### src/rtl/core/kca_pkg.sv
// ----------------------------------------------------------------------------
// kca_pkg: shared types and constants for the k-means centroid accumulator
// Operation codes, register indexes, field widths and FSM encoding.
// ----------------------------------------------------------------------------
package kca_pkg;

	// default sizing
	localparam int DEF_MAX_CLUSTERS = 256;
	localparam int DEF_MAX_DIM      = 128;

	// field widths
	localparam int VAL_W  = 32;  // sample / mean, Q16.16
	localparam int WFLD_W = 16;  // sample weight, Q8.8
	localparam int SUM_W  = 48;  // accumulated sum, units 2^-24
	localparam int WGT_W  = 32;  // cluster weight, units 2^-8
	localparam int CFG_W  = 9;   // config write data
	localparam int MCNT_W = $clog2(WFLD_W + 1);
	localparam int DCNT_W = $clog2(SUM_W + 1);

	// one sample counts as 1.0 in Q8.8
	localparam logic [WFLD_W-1:0] UNIT_WEIGHT = WFLD_W'(256);

	// operation codes
	localparam logic [1:0] OP_CLEAR = 2'd0;
	localparam logic [1:0] OP_ACCUM = 2'd1;
	localparam logic [1:0] OP_READ  = 2'd2;
	localparam logic [1:0] OP_NONE  = 2'd3;  // unused, changes nothing

	// register indexes
	localparam logic [1:0] REG_CLUSTER_COUNT = 2'd0;
	localparam logic [1:0] REG_FROZEN_COUNT  = 2'd1;
	localparam logic [1:0] REG_DIM_COUNT     = 2'd2;
	localparam logic [1:0] REG_WEIGHTED_MODE = 2'd3;

	// control state, one-hot
	typedef enum logic [8:0] {
		ST_INIT  = 9'b000000001,
		ST_IDLE  = 9'b000000010,
		ST_SWEEP = 9'b000000100,
		ST_FETCH = 9'b000001000,
		ST_MUL   = 9'b000010000,
		ST_UPD   = 9'b000100000,
		ST_CHK   = 9'b001000000,
		ST_DIV   = 9'b010000000,
		ST_DONE  = 9'b100000000
	} state_t;

	// handshake between control and a serial arithmetic unit
	typedef struct packed {
		logic start;
	} unit_ctl_t;

	typedef struct packed {
		logic done;
	} unit_sts_t;

endpackage

### src/rtl/core/kca_div.sv
// ----------------------------------------------------------------------------
// kca_div: bit-serial restoring divider
// Unsigned 48-bit dividend by 32-bit divisor, one quotient bit per cycle.
// ----------------------------------------------------------------------------
module kca_div (
	input  logic                        clk,
	input  logic                        arst_n,
	input  kca_pkg::unit_ctl_t          ctl,
	input  logic [kca_pkg::SUM_W-1:0]   dividend,
	input  logic [kca_pkg::WGT_W-1:0]   divisor,
	output kca_pkg::unit_sts_t          sts,
	output logic [kca_pkg::SUM_W-1:0]   quotient
);

	logic                         run_q;
	logic                         done_q;
	logic [kca_pkg::DCNT_W-1:0]   cnt_q;
	logic [kca_pkg::WGT_W-1:0]    rem_q;
	logic [kca_pkg::SUM_W-1:0]    quo_q;
	logic [kca_pkg::WGT_W-1:0]    dvs_q;
	logic [kca_pkg::WGT_W:0]      trial;
	logic [kca_pkg::WGT_W:0]      diff;

	// one restoring step
	assign trial = {rem_q, quo_q[kca_pkg::SUM_W-1]};
	assign diff  = trial - {1'b0, dvs_q};

	// control
	always_ff @(posedge clk or negedge arst_n) begin
		if (!arst_n) begin
			run_q  <= 1'b0;
			done_q <= 1'b0;
			cnt_q  <= '0;
		end else if (ctl.start) begin
			run_q  <= 1'b1;
			done_q <= 1'b0;
			cnt_q  <= kca_pkg::DCNT_W'(kca_pkg::SUM_W);
		end else if (run_q) begin
			cnt_q <= cnt_q - 1'b1;
			if (cnt_q == kca_pkg::DCNT_W'(1)) begin
				run_q  <= 1'b0;
				done_q <= 1'b1;
			end
		end
	end

	// remainder and quotient shift registers
	always_ff @(posedge clk) begin
		if (ctl.start) begin
			rem_q <= '0;
			quo_q <= dividend;
			dvs_q <= divisor;
		end else if (run_q) begin
			if (!diff[kca_pkg::WGT_W]) begin
				rem_q <= diff[kca_pkg::WGT_W-1:0];
				quo_q <= {quo_q[kca_pkg::SUM_W-2:0], 1'b1};
			end else begin
				rem_q <= trial[kca_pkg::WGT_W-1:0];
				quo_q <= {quo_q[kca_pkg::SUM_W-2:0], 1'b0};
			end
		end
	end

	assign sts.done = done_q;
	assign quotient = quo_q;

endmodule

### config.mk
export PLATFORM = sky130hd
export DESIGN_NAME = kca_div
export DESIGN_NICKNAME = d
export VERILOG_FILES = /design/src/rtl/core/kca_pkg.sv /design/src/rtl/core/kca_div.sv
export SDC_FILE = /design/constraint.sdc
export NUM_CORES = 1
export LEC_CHECK = 0
export BUFFER_PORTS_ARGS = -buffer_cell sky130_fd_sc_hd__buf_2
export CORE_UTILIZATION = 37
export DETAILED_ROUTE_END_ITERATION = 10
export GPL_TIMING_DRIVEN = 0
export PLACE_DENSITY_LB_ADDON = 0.15
export SYNTH_ARGS = -nofsm -noshare
export SYNTH_HDL_FRONTEND = slang
export SYNTH_SLANG_ARGS = --single-unit
### constraint.sdc
create_clock -name clk -period 3.9 [get_ports clk]
set_clock_uncertainty 0.2 [all_clocks]
set_input_delay 0.39 -clock clk [delete_from_list [all_inputs] [get_ports clk]]
set_output_delay 0.39 -clock clk [all_outputs]
set_load 0.03 [all_outputs]
## After elaboration in Yosys (flattened, before gate mapping)

Cells that the tools add are included.

| cells by class | value |
|---|---|
| reductions and logical operators | 3 |
| eq/ne operators | 1 |
| mux-type cells | 12 |
| add/sub/neg operators | 2 |

Operator list:

| operator | number |
|---|---|
| 2-to-1 mux 48 bit | 2 |
| subtractor 33 x 32 -> 33 bit | 1 |
| 2-to-1 mux 32 bit | 1 |
| 2-to-1 mux 6 bit | 2 |
| 2-to-1 mux 1 bit | 7 |
| == test 6 x 1 -> 1 bit, second input constant | 1 |
| subtractor 6 x 1 -> 6 bit, second input constant | 1 |
| nonzero test 2 bit | 2 |
| AND reduction 2 bit | 1 |

| word-level totals | value |
|---|---|
| bits of input ports | 83 |
| output and inout bits | 49 |
| register bits after elaboration | 120 |

## Longest topological paths before layout

| logic depth | value |
|---|---|
| depth in word-level cells | 4 |
| gate-level depth with buffers | 13 |
| mapped depth without buffers | 12 |

## Worst setup path after synthesis

OpenSTA, ideal clock, no wires.

| timing path | value |
|---|---|
| path type | register to register |
| start | register quo_q (netlist bit quotient[47]) |
| end | register rem_q[11] (netlist name) |
| data arrival time | 3326 ps |
| stages on the path, launching flop included | 13 |
| setup time | 91 ps |
| period minus slack after synthesis | 3616 ps |
| slack | 284 ps |
| path through | edfxtp_1 inv_1 ha_1 fa_1 nand2b_1 a21oi_1 nor3b_2 o21ai_2 a41oi_2 o31a_4 xnor2_4 or4_1 a311oi_1 |

| on the way | value |
|---|---|
| word-level cells in the longest chain between the ends | 2 |

Ends and longest elaborated chain:

| element | RTL line | text |
|---|---|---|
| start, declared | kca_div.sv:19 | `logic [kca_pkg::SUM_W-1:0] quo_q;` |
| start signal, assigned | kca_div.sv:51 | `quo_q <= dividend;` |
| start signal, assigned | kca_div.sv:56 | `quo_q <= {quo_q[kca_pkg::SUM_W-2:0], 1'b1};` |
| start signal, assigned | kca_div.sv:59 | `quo_q <= {quo_q[kca_pkg::SUM_W-2:0], 1'b0};` |
| subtractor 33 x 32 -> 33 bit | kca_div.sv:26 | `assign diff = trial - {1'b0, dvs_q};` |
| 2-to-1 mux 32 bit | kca_div.sv:54 | `if (!diff[kca_pkg::WGT_W]) begin` |
| end signal, assigned | kca_div.sv:55 | `rem_q <= diff[kca_pkg::WGT_W-1:0];` |
| end signal, assigned | kca_div.sv:58 | `rem_q <= trial[kca_pkg::WGT_W-1:0];` |
| end, declared | kca_div.sv:18 | `logic [kca_pkg::WGT_W-1:0] rem_q;` |

Every way passes these cells.
A chain may end at the register's enable or synchronous reset.

## Final worst setup path

Ends and elaborated chain as after synthesis.

==> metrics.txt <==
status=finished, final reports clean; max-cap viol count=0; initial antenna violation count=0; peak supply drop=383.2 uV; RSZ-0062 raised after global routing=no; Critical Path AT=3.77 ns; post-synthesis register bit count=120; num rows=48; vias in the first global route=5455; Peak Freq=273.8 MHz; all-layer global routing usage=0.1890; synth unique cells=64; die width=135.4 um; CTS tree=yes; Power Dens Cells=647.3 nW/um^2; syn_nets=724; WP buf/inv=1; dpl cell area=7545 um^2; ranking of synthesized cells by area=edfxtp_1 36%, dfxtp_1 9.7%, mux2_2 8.0%; Worst R2R Path Depth=12; drc violations=0; sequential share of the synthesized area=0.4923; vias per cell=5.159; Yosys Warn Count=0; Mapped Cells=606; Setup TNS=0 ns; Post-synth EDFFs=80; nets=909; Clk pwr share=0.305; Area Overhead vs Synth=29.48%; post-synth top area share=0.3647; Reg2Reg Capture Point=rem_q[11]; die height=135.4 um; crit path time final=3.652 ns; hold crit path type=in -> reg; CP Capture Type=flop; WL final=16470 um; commonest cells in the netlist=80 x edfxtp_1, 59 x nand2_1, 47 x mux2_2, 45 x nor2_1, 40 x inv_1; Starting Density=0.3795; Pint=3.475 mW; cell taking the most area after synthesis=edfxtp_1; sw frac=0.3707; Via Count=5309; Critical Path Fanout Max=8; Worst setup endpoint=rem_q[11]; reg2reg start=quotient[47]; I/O Buffers=131; largest net degree at the start of global routing=40; clk_lat worst skew=0.42 ns; DP Worst Slack=-0.09668 ns; Static Leak=3.649 nW; logic gate share of total power=0.372; Antenna diodes=0; DIE AREA=18340 um^2; Clock Pin Slew Worst Setup and Hold Paths=0.06 ns; Initial DRC Count=351; Levels on crit path=12; hold slack=0.06590 ns; final instance area=8529 um^2; Primary FF master, synth=edfxtp_1; synthesized area per cell=10.87 um^2; fraction of registers with async set/reset=0.06667; dpl cells=963; worst-margin pin slew=0.7993 ns; Clock Path Buffers=2; DR WL/cell=16.01 um; CP Data Required Time=4.02 ns; post-route insts no fill=1029; Detailed Routing Iterations Pass 1=5; crit path kind=reg -> reg; GRT Residual Overflow=0; startpoint types=flop; global-route wire length before repair=26730 um; Core Area=17360 um^2; CP top delay family=compound AO/OA/AOI/OAI gates; layout cells sized above 1=0.2861; worst setup margin=0.2482 ns; post-route ant nets=0; H-tree depth=4; CP Cell Sequence=inv_1, ha_1, fa_1, nand2b_1, a21oi_2, nor3b_2, o21ai_2, a41oi_2, o31a_4, xnor2_4, or4_1, a311oi_1; CTS sink count=120; Rel. slew slack=0.4671; Clock Tree Root=clkbuf_16; DP HPWL=11920 um; Fin. Hold Viols=0; Final Cycle Share=0.9364; Psw=2.047 mW; slowest cell on the critical path=or4_1; worst stage delay on the critical path=0.54 ns; Slew Limit Fails=0; sequential group share of total power=0.323; Finished Core Util=0.4914; gp weighted congestion=0.8377; setup violators final=0; Setup crit start=quotient[47]; PnR Total Power=5.522 mW; most common cell in the netlist=edfxtp_1; TritonCTS Buffers=17; Top-Level Pins=132; R2R setup slack=0.25 ns; synthesized cell area=6588 um^2
[kinds of logic after synthesis]
family	count (synthesis)	share of synthesized area
adders and majority gates	35	0.06762
xor gates and xnor gates	32	0.04653
DFF	120	0.4923
buffers and inverters	67	0.03931
and+or+nand+nor	170	0.1223
AOI/OAI and AO/OA	131	0.1455
muxes	51	0.08642
[cell type report]
class / instances / area (um^2)
plain buffers: 27 / 112.6
inverters: 40 / 150.1
multi-input cells: 419 / 3100
flip-flops and latches: 120 / 3243
well taps: 225 / 281.5
clock inverters: 15 / 202.7
fillers: 1614 / 8827
repair buffers: 166 / 1013
clock buffers: 17 / 425.4
[state kept, by name, indices dropped and copies added, names as in the netlist]
name,cells
rem_q,32
run_q,1
sts,1
dvs_q,32
quotient,48
cnt_q,6
[tightest hold or removal path: cells and delay by family]
kind                   cells  cell delay (ns)
AND/OR/NAND/NOR            1             0.04
AO/OA/AOI/OAI              1             0.06
buffers and inverters      1             0.08
[metal layers]
layer	global-route usage	routed length (um)	up-vias
li1	-	-	2624
met1	0.2318	7348	2505
met2	0.3134	7789	154
met3	0.05350	1026	26
met4	0.07303	310	0
met5	0	0	-
[worst min-delay path by stage]
| stage | slack [ns] | depth (start not counted) | end | from |
|---|---|---|---|---|
| after floorplan | -0.11 | 0 | cnt_q[0] | arst_n |
| after global placement | 0.04 | 1 | cnt_q[3] | arst_n |
| after detailed placement | 0.05 | 1 | cnt_q[3] | arst_n |
| after CTS | 0.05 | 2 | quotient[18] | dividend[18] |
| after global routing | 0.05 | 2 | quotient[13] | dividend[13] |
| final | 0.07 | 3 | quotient[0] | dividend[0] |
[cell usage in the layout, fill, tap and decap left out, types with 4 or more instances in the layout]
master,count
a311oi_1,16
o211ai_1,6
dfrtp_1,8
inv_6,6
nor2b_1,4
inv_8,4
clkbuf_1,19
a21oi_1,22
mux2_2,47
nand4_1,7
inv_1,39
o311ai_0,4
dfxtp_1,32
clkbuf_16,17
mux2i_1,4
and3_1,6
xor2_1,16
dlygate4sd3_1,33
and2_1,6
a32oi_1,5
xnor2_1,14
o21ai_0,14
o21bai_1,8
nand2_1,59
buf_2,133
edfxtp_1,80
ha_1,34
o31ai_1,7
nor3_1,8
nand2b_1,9
a21o_1,9
o21ai_1,5
nor2_1,45
a211oi_1,4
nand3_1,11
[power groups by stage]
stage | clock (mW) | sequential, mW | combinational, mW
global placement | 0 | 1.80 | 1.97
floorplan | 0 | 1.88 | 1.39
finish | 1.68 | 1.78 | 2.05
detailed placement | 0 | 1.80 | 1.99
CTS | 1.72 | 1.79 | 2.05
global route | 1.78 | 1.82 | 2.25
[timing repair]
action / 4_1_cts / 5_1_grt
hold endpoints to repair: 40 / 0
endpoints found under the setup margin: 22 / 21
resized for setup: 3 / 1
buffers inserted: 0 / 1
hold buffers: 33 / 0
pin swaps: 1 / 2
No activity file was read; power rests on OpenSTA's default activity.
