**src/rtl/core/kca_pkg.sv**
```systemverilog
// ----------------------------------------------------------------------------
// kca_pkg: shared types and constants for the k-means centroid accumulator
// Operation codes, register indexes, field widths and FSM encoding.
// ----------------------------------------------------------------------------
package kca_pkg;

	// default sizing
	localparam int DEF_MAX_CLUSTERS = 256;
	localparam int DEF_MAX_DIM      = 128;

	// field widths
	localparam int VAL_W  = 32;  // sample / mean, Q16.16
	localparam int WFLD_W = 16;  // sample weight, Q8.8
	localparam int SUM_W  = 48;  // accumulated sum, units 2^-24
	localparam int WGT_W  = 32;  // cluster weight, units 2^-8
	localparam int CFG_W  = 9;   // config write data
	localparam int MCNT_W = $clog2(WFLD_W + 1);
	localparam int DCNT_W = $clog2(SUM_W + 1);

	// one sample counts as 1.0 in Q8.8
	localparam logic [WFLD_W-1:0] UNIT_WEIGHT = WFLD_W'(256);

	// operation codes
	localparam logic [1:0] OP_CLEAR = 2'd0;
	localparam logic [1:0] OP_ACCUM = 2'd1;
	localparam logic [1:0] OP_READ  = 2'd2;
	localparam logic [1:0] OP_NONE  = 2'd3;  // unused, changes nothing

	// register indexes
	localparam logic [1:0] REG_CLUSTER_COUNT = 2'd0;
	localparam logic [1:0] REG_FROZEN_COUNT  = 2'd1;
	localparam logic [1:0] REG_DIM_COUNT     = 2'd2;
	localparam logic [1:0] REG_WEIGHTED_MODE = 2'd3;

	// control state, one-hot
	typedef enum logic [8:0] {
		ST_INIT  = 9'b000000001,
		ST_IDLE  = 9'b000000010,
		ST_SWEEP = 9'b000000100,
		ST_FETCH = 9'b000001000,
		ST_MUL   = 9'b000010000,
		ST_UPD   = 9'b000100000,
		ST_CHK   = 9'b001000000,
		ST_DIV   = 9'b010000000,
		ST_DONE  = 9'b100000000
	} state_t;

	// handshake between control and a serial arithmetic unit
	typedef struct packed {
		logic start;
	} unit_ctl_t;

	typedef struct packed {
		logic done;
	} unit_sts_t;

endpackage

```
**src/rtl/core/kca_mul.sv**
```systemverilog
// ----------------------------------------------------------------------------
// kca_mul: bit-serial signed x unsigned multiplier
// Consumes one weight bit per cycle, LSB first.
// ----------------------------------------------------------------------------
module kca_mul (
	input  logic                              clk,
	input  logic                              arst_n,
	input  kca_pkg::unit_ctl_t                ctl,
	input  logic signed [kca_pkg::VAL_W-1:0]  mcand,
	input  logic [kca_pkg::WFLD_W-1:0]        mplier,
	output kca_pkg::unit_sts_t                sts,
	output logic signed [kca_pkg::SUM_W-1:0]  product
);

	logic                              run_q;
	logic                              done_q;
	logic [kca_pkg::MCNT_W-1:0]        cnt_q;
	logic signed [kca_pkg::SUM_W-1:0]  acc_q;
	logic signed [kca_pkg::SUM_W-1:0]  mcand_q;
	logic [kca_pkg::WFLD_W-1:0]        wsh_q;

	// control
	always_ff @(posedge clk or negedge arst_n) begin
		if (!arst_n) begin
			run_q  <= 1'b0;
			done_q <= 1'b0;
			cnt_q  <= '0;
		end else if (ctl.start) begin
			run_q  <= 1'b1;
			done_q <= 1'b0;
			cnt_q  <= kca_pkg::MCNT_W'(kca_pkg::WFLD_W);
		end else if (run_q) begin
			cnt_q <= cnt_q - 1'b1;
			if (cnt_q == kca_pkg::MCNT_W'(1)) begin
				run_q  <= 1'b0;
				done_q <= 1'b1;
			end
		end
	end

	// shift-add datapath
	always_ff @(posedge clk) begin
		if (ctl.start) begin
			acc_q   <= '0;
			mcand_q <= kca_pkg::SUM_W'(mcand);
			wsh_q   <= mplier;
		end else if (run_q) begin
			if (wsh_q[0]) begin
				acc_q <= acc_q + mcand_q;
			end
			mcand_q <= mcand_q <<< 1;
			wsh_q   <= wsh_q >> 1;
		end
	end

	assign sts.done = done_q;
	assign product  = acc_q;

endmodule

```
**config.mk**
```make
export PLATFORM = sky130hd
export DESIGN_NAME = kca_mul
export DESIGN_NICKNAME = d
export VERILOG_FILES = /design/src/rtl/core/kca_pkg.sv /design/src/rtl/core/kca_mul.sv
export SDC_FILE = /design/constraint.sdc
export NUM_CORES = 1
export LEC_CHECK = 0
export BUFFER_PORTS_ARGS = -buffer_cell sky130_fd_sc_hd__buf_2
export CORE_MARGIN = 10
export CORE_UTILIZATION = 40
export CTS_BUF_LIST = sky130_fd_sc_hd__clkbuf_8
export CTS_CLUSTER_SIZE = 14
export DETAILED_ROUTE_END_ITERATION = 12
export GPL_TIMING_DRIVEN = 1
export SYNTH_ARGS = -nofsm -noshare
export SYNTH_HDL_FRONTEND = slang
export SYNTH_SLANG_ARGS = --single-unit
export TNS_END_PERCENT = 50
```
**constraint.sdc**
```tcl
create_clock -name clk -period 2.8 [get_ports clk]
set_input_delay 0.14 -clock clk [delete_from_list [all_inputs] [get_ports clk]]
set_output_delay 0.14 -clock clk [all_outputs]
set_load 0.005 [all_outputs]
```
## Word level (Yosys, flattened, before mapping)

Cells that the tools add are included.

| storage, ports and cells | value |
|---|---|
| register bits | 119 |
| latch bits | 0 |
| bits in writable memories | 0 |
| memory bits (read-only) | 0 |
| bits of input ports | 51 |
| output and inout bits | 49 |
| word-level logic and storage cells | 25 |
| memories kept | 0 |

| cells by class | value |
|---|---|
| add/sub/neg operators | 2 |
| multipliers | 0 |
| divide/modulo/power cells | 0 |
| magnitude comparators | 0 |
| equal/unequal tests | 1 |
| shifts and indexed selects | 0 |
| muxes and demuxes | 12 |
| bitwise logic cells | 0 |
| reduce and logical (&&, ||, !) cells | 4 |

Operator list:

| cell | count |
|---|---|
| 2-to-1 mux 48 bit | 2 |
| adder 48 bit | 1 |
| 2-to-1 mux 16 bit | 2 |
| 2-to-1 mux 5 bit | 2 |
| 2-to-1 mux 1 bit | 6 |
| == test 5 x 1 -> 1 bit, second input constant | 1 |
| subtractor 5 x 1 -> 5 bit, second input constant | 1 |
| AND reduction 2 bit | 2 |
| nonzero test 2 bit | 2 |

## Longest topological paths before layout

| depth | value |
|---|---|
| word-level depth | 4 |
| depth in mapped cells | 12 |
| mapped depth without buffers | 12 |

## Worst setup path after synthesis

Ideal clock, no wire load.

| timing | value |
|---|---|
| kind | reg-to-reg |
| start point | register mcand_q[0] (netlist name) |
| end point | register acc_q, in the netlist product[44] |
| setup time | 0.117 ns |
| data arrival time | 2.721 ns |
| required time | 2.683 ns |
| path slack | -0.038 ns |
| stages on the path, launching flop included | 13 |
| path buffers | 0 |
| clock period less this slack | 2.838 ns |
| path through | edfxtp_1 ha_1 fa_1 a21o_1 a221o_1 a21oi_2 nor4b_2 nor2_2 o31ai_4 a221oi_2 o31ai_2 xnor2_1 a22o_1 |

| on the way | value |
|---|---|
| word-level cells in the longest chain between the ends | 1 |

Ends and longest elaborated chain:

| element | RTL line | text |
|---|---|---|
| from (decl) | kca_mul.sv:19 | `logic signed [kca_pkg::SUM_W-1:0] mcand_q;` |
| from (signal assigned) | kca_mul.sv:45 | `mcand_q <= kca_pkg::SUM_W'(mcand);` |
| from (signal assigned) | kca_mul.sv:51 | `mcand_q <= mcand_q <<< 1;` |
| adder 48 bit | kca_mul.sv:49 | `acc_q <= acc_q + mcand_q;` |
| to (signal assigned) | kca_mul.sv:49 |  |
| to (decl) | kca_mul.sv:18 | `logic signed [kca_pkg::SUM_W-1:0] acc_q;` |

Every way passes these cells.
A chain may end at the register's enable or synchronous reset.

## Worst setup path after layout

Ends and elaborated chain as after synthesis.

==> impl_metrics.py <==
metrics = {
    "run_status": {
        "status": "finished with violations",
        "violations": "negative setup slack",
    },
    "sta": {
        "post-route-min-period_ps": 2830,
        "worst_hold_slack_ps": 64.3,
        "finalHoldViolCount": 0,
        "drv_slew": 0,
        "setup_viol": 2,
        "max_slew_margin": 0.604,
        "rsz0062_at_grt": "yes",
        "finalCritPeriodShare": 1.01,
        "tightest_slew_ps": 592,
        "max_freq_ghz": 0.354,
        "finalClockSkew_ps": 13.6,
        "final.setup.tns_ps": -53.2,
        "fin_ws_ps": -28.3,
    },
    "worst_setup_path": {
        "start_kind": "flip-flop",
        "r2r_end": "product[44]$_SDFFE_PP0P_",
        "critPathCaptureType": "flip-flop",
        "r2r_slack_ps": -30,
        "path_max_fanout": 3,
        "cp.arrival_ps": 3180,
        "r2r_start": "mcand_q[0]$_SDFFCE_PN0P_",
        "critPathKind": "reg -> reg",
        "crit_required_ps": 3150,
        "worstRegToRegCells": 12,
    },
    "yosys": {
        "synth_top_area_share": 0.266,
        "synthFlopType": "edfxtp_1",
        "ys_seq_elements": 119,
        "synth_cell_types": 61,
        "syn_avg_cell_area_sq_um": 9.54,
        "ys_top_cells_by_count": "nand2_1 (103), a21oi_1 (83), edfxtp_1 (64)",
        "seq_area_frac_synth": 0.424,
        "syn_nets": 857,
        "yosysTopAreaCell": "edfxtp_1",
        "synthCells": 756,
        "yosys.cell_count.top_type": "nand2_1",
        "synth_edf_count": 64,
        "syn_area_sq_um": 7210,
        "async_reset_ff_frac": 0.0588,
        "yosys-top-cells-area": "edfxtp_1 (27%), dfxtp_1 (13%), ha_1 (8.5%), mux2_2 (7.0%), a21oi_1 (5.8%)",
        "yosys_warnings": 0,
    },
    "routing": {
        "wirelength_mm": 19.9,
        "avgRoutedWirePerCell_um": 16.4,
        "drc": 0,
        "via_per_inst": 5.17,
        "num_vias": 6272,
        "drt-initial-drc-count": 331,
        "postRouteAntennaNets": 0,
        "dr.pass1.iters": 5,
    },
    "power_and_ir_drop": {
        "swShare": 0.390,
        "combinationalPowerShare": 0.511,
        "finalPower_w": 0.00885,
        "p_int_w": 0.00540,
        "power.density_nw_per_um2": 905,
        "seq_power_share": 0.301,
        "clkPwrFrac": 0.188,
        "p_leak_nw": 4.27,
        "power_switching_w": 0.00345,
        "vdd_ir_drop_max_v": 0.000451,
    },
    "finish": {
        "finalCoreUtilization": 0.548,
        "fin_cells": 1212,
        "nNetsFinal": 1071,
        "area_growth_pct": 35.5,
        "drive_above_1_share": 0.332,
        "n_antenna_cell": 0,
    },
    "global_routing": {
        "grt_overflow": 0,
        "grt_use_total": 0.163,
        "grt_pass1_vias": 6500,
        "grt_max_degree": 76,
        "antenna_found_initial": 0,
        "grt_first_pass_wirelength_mm": 32.4,
    },
    "cts": {
        "cts-root-buf": "clkbuf_8",
        "numCtsBuffers": 17,
        "clk_pin_slew_ps": 80,
        "clock_latency_ps": 450,
        "clockBufferDepth": 2,
        "cts_tree": "built",
        "cts_max_level": 4,
        "clock_sinks": 119,
    },
    "floorplanning": {
        "start_util": 0.404,
        "die_area_sq_um": 23800,
        "rows": 49,
        "die_h_um": 154,
        "core_area_sq_um": 17800,
        "io_pins": 100,
        "fp.dieW_um": 154,
    },
    "hold_path": {
        "hold_class": "in -> async",
    },
    "placed_design": {
        "placed_cells": 1126,
        "gp_congestion": 0.875,
        "dp_hpwl_mm": 14.1,
        "port_buffers": 99,
    },
    "run": {
        "drv_cap": 0,
    },
}
[power by group through the flow]
stage / logic, W / registers, W / clock network, W
2_1_floorplan: 0.00266 / 0.00258 / 0
3_3_place_gp: 0.00407 / 0.00264 / 0
3_5_place_dp: 0.00409 / 0.00264 / 0
4_1_cts: 0.00422 / 0.00261 / 0.00170
5_1_grt: 0.00504 / 0.00272 / 0.00177
6_report: 0.00452 / 0.00266 / 0.00166
[layout by cell type (no fill, tap or decap), types with 5 or more instances in the layout]
cell           count
nor2b_1            5
ha_1              32
o21ai_0           44
mux2_2            45
ha_4              16
inv_1             35
nand4_1            7
xnor2_1           32
nor2_1            39
nand2_1           99
nor3_2             5
edfxtp_1          64
a21oi_1           72
buf_4             79
a21oi_2           14
xor2_1            13
a211oi_1           6
buf_2             98
o21bai_1           9
nand3_1           12
dfxtp_1           48
dlygate4sd3_1     48
clkbuf_8          17
dfrtp_1            7
a21o_1            23
nor3_1             7
a22o_1            15
[layer usage]
layer	global-route usage	up-vias	part of all wire
met5	0	-	0
met4	0.0445	0	0.017
met3	0.0433	23	0.040
met2	0.268	121	0.47
met1	0.207	2952	0.47
li1	-	3176	-
[flip-flops by register name, indices dropped and copies added, names as in the netlist]
| name | cells |
|---|---|
| mcand_q | 48 |
| product | 48 |
| sts | 1 |
| cnt_q | 5 |
| wsh_q | 16 |
| run_q | 1 |
[kinds of logic (layout without fill, tap and decap cells)]
group,Yosys count,in the layout,share of synthesized area
AOI/OAI and AO/OA,223,223,0.197
and+or+nand+nor,205,205,0.127
DFF,119,119,0.424
buffers and inverters,67,294,0.0371
adders and majority gates,50,50,0.0878
xor gates and xnor gates,46,46,0.0559
muxes,46,46,0.0718
[through the flow]
step                      worst slack [ps]  cell area (sq um)
after floorplan                       35.6               7220
after global routing                  -166               9770
after global placement               -42.4               8460
final                                -28.3               9770
after CTS                            -44.9               9420
after detailed placement              -149               8460
[worst max-delay path, stage by stage, from the launching register on]
cell and delay [ps]:
edfxtp_1 410, ha_2 200, fa_2 330, a21o_1 190, a221o_1 340, a21oi_2 180, nor4b_2 70, nor2_2 170
o31ai_4 90, a221oi_4 310, o31ai_2 100, xnor2_1 130, a22o_1 190
[worst max path at each step]
stage,from,end,cells past startpoint
after global routing,mcand_q[0]$_SDFFCE_PN0P_,product[44]$_SDFFE_PP0P_,12
after detailed placement,mcand_q[0]$_SDFFCE_PN0P_,product[44]$_SDFFE_PP0P_,12
after global placement,mcand_q[0]$_SDFFCE_PN0P_,product[46]$_SDFFE_PP0P_,12
final,mcand_q[0]$_SDFFCE_PN0P_,product[44]$_SDFFE_PP0P_,12
after floorplan,mcand_q[0]$_SDFFCE_PN0P_,product[44]$_SDFFE_PP0P_,12
after CTS,mcand_q[0]$_SDFFCE_PN0P_,product[44]$_SDFFE_PP0P_,12
[layout make-up]
type                            count  area [sq um]
Fill cell                        1643          8070
Multi-Input combinational cell    570          4270
Sequential cell                   119          3060
Timing Repair Buffer              228          1620
Tap cell                          229           287
Clock buffer                       17           234
Clock inverter                     15           176
Inverter                           34           128
[timing repair]
item,4_1_cts,5_1_grt
resized for setup,6,55
hold buffers,48,0
pin swaps,3,18
setup buffers,3,3
endpoints found under the hold margin,54,0
setup endpoints to repair,8,21
Note: power is estimated with default switching activity, not from simulation.
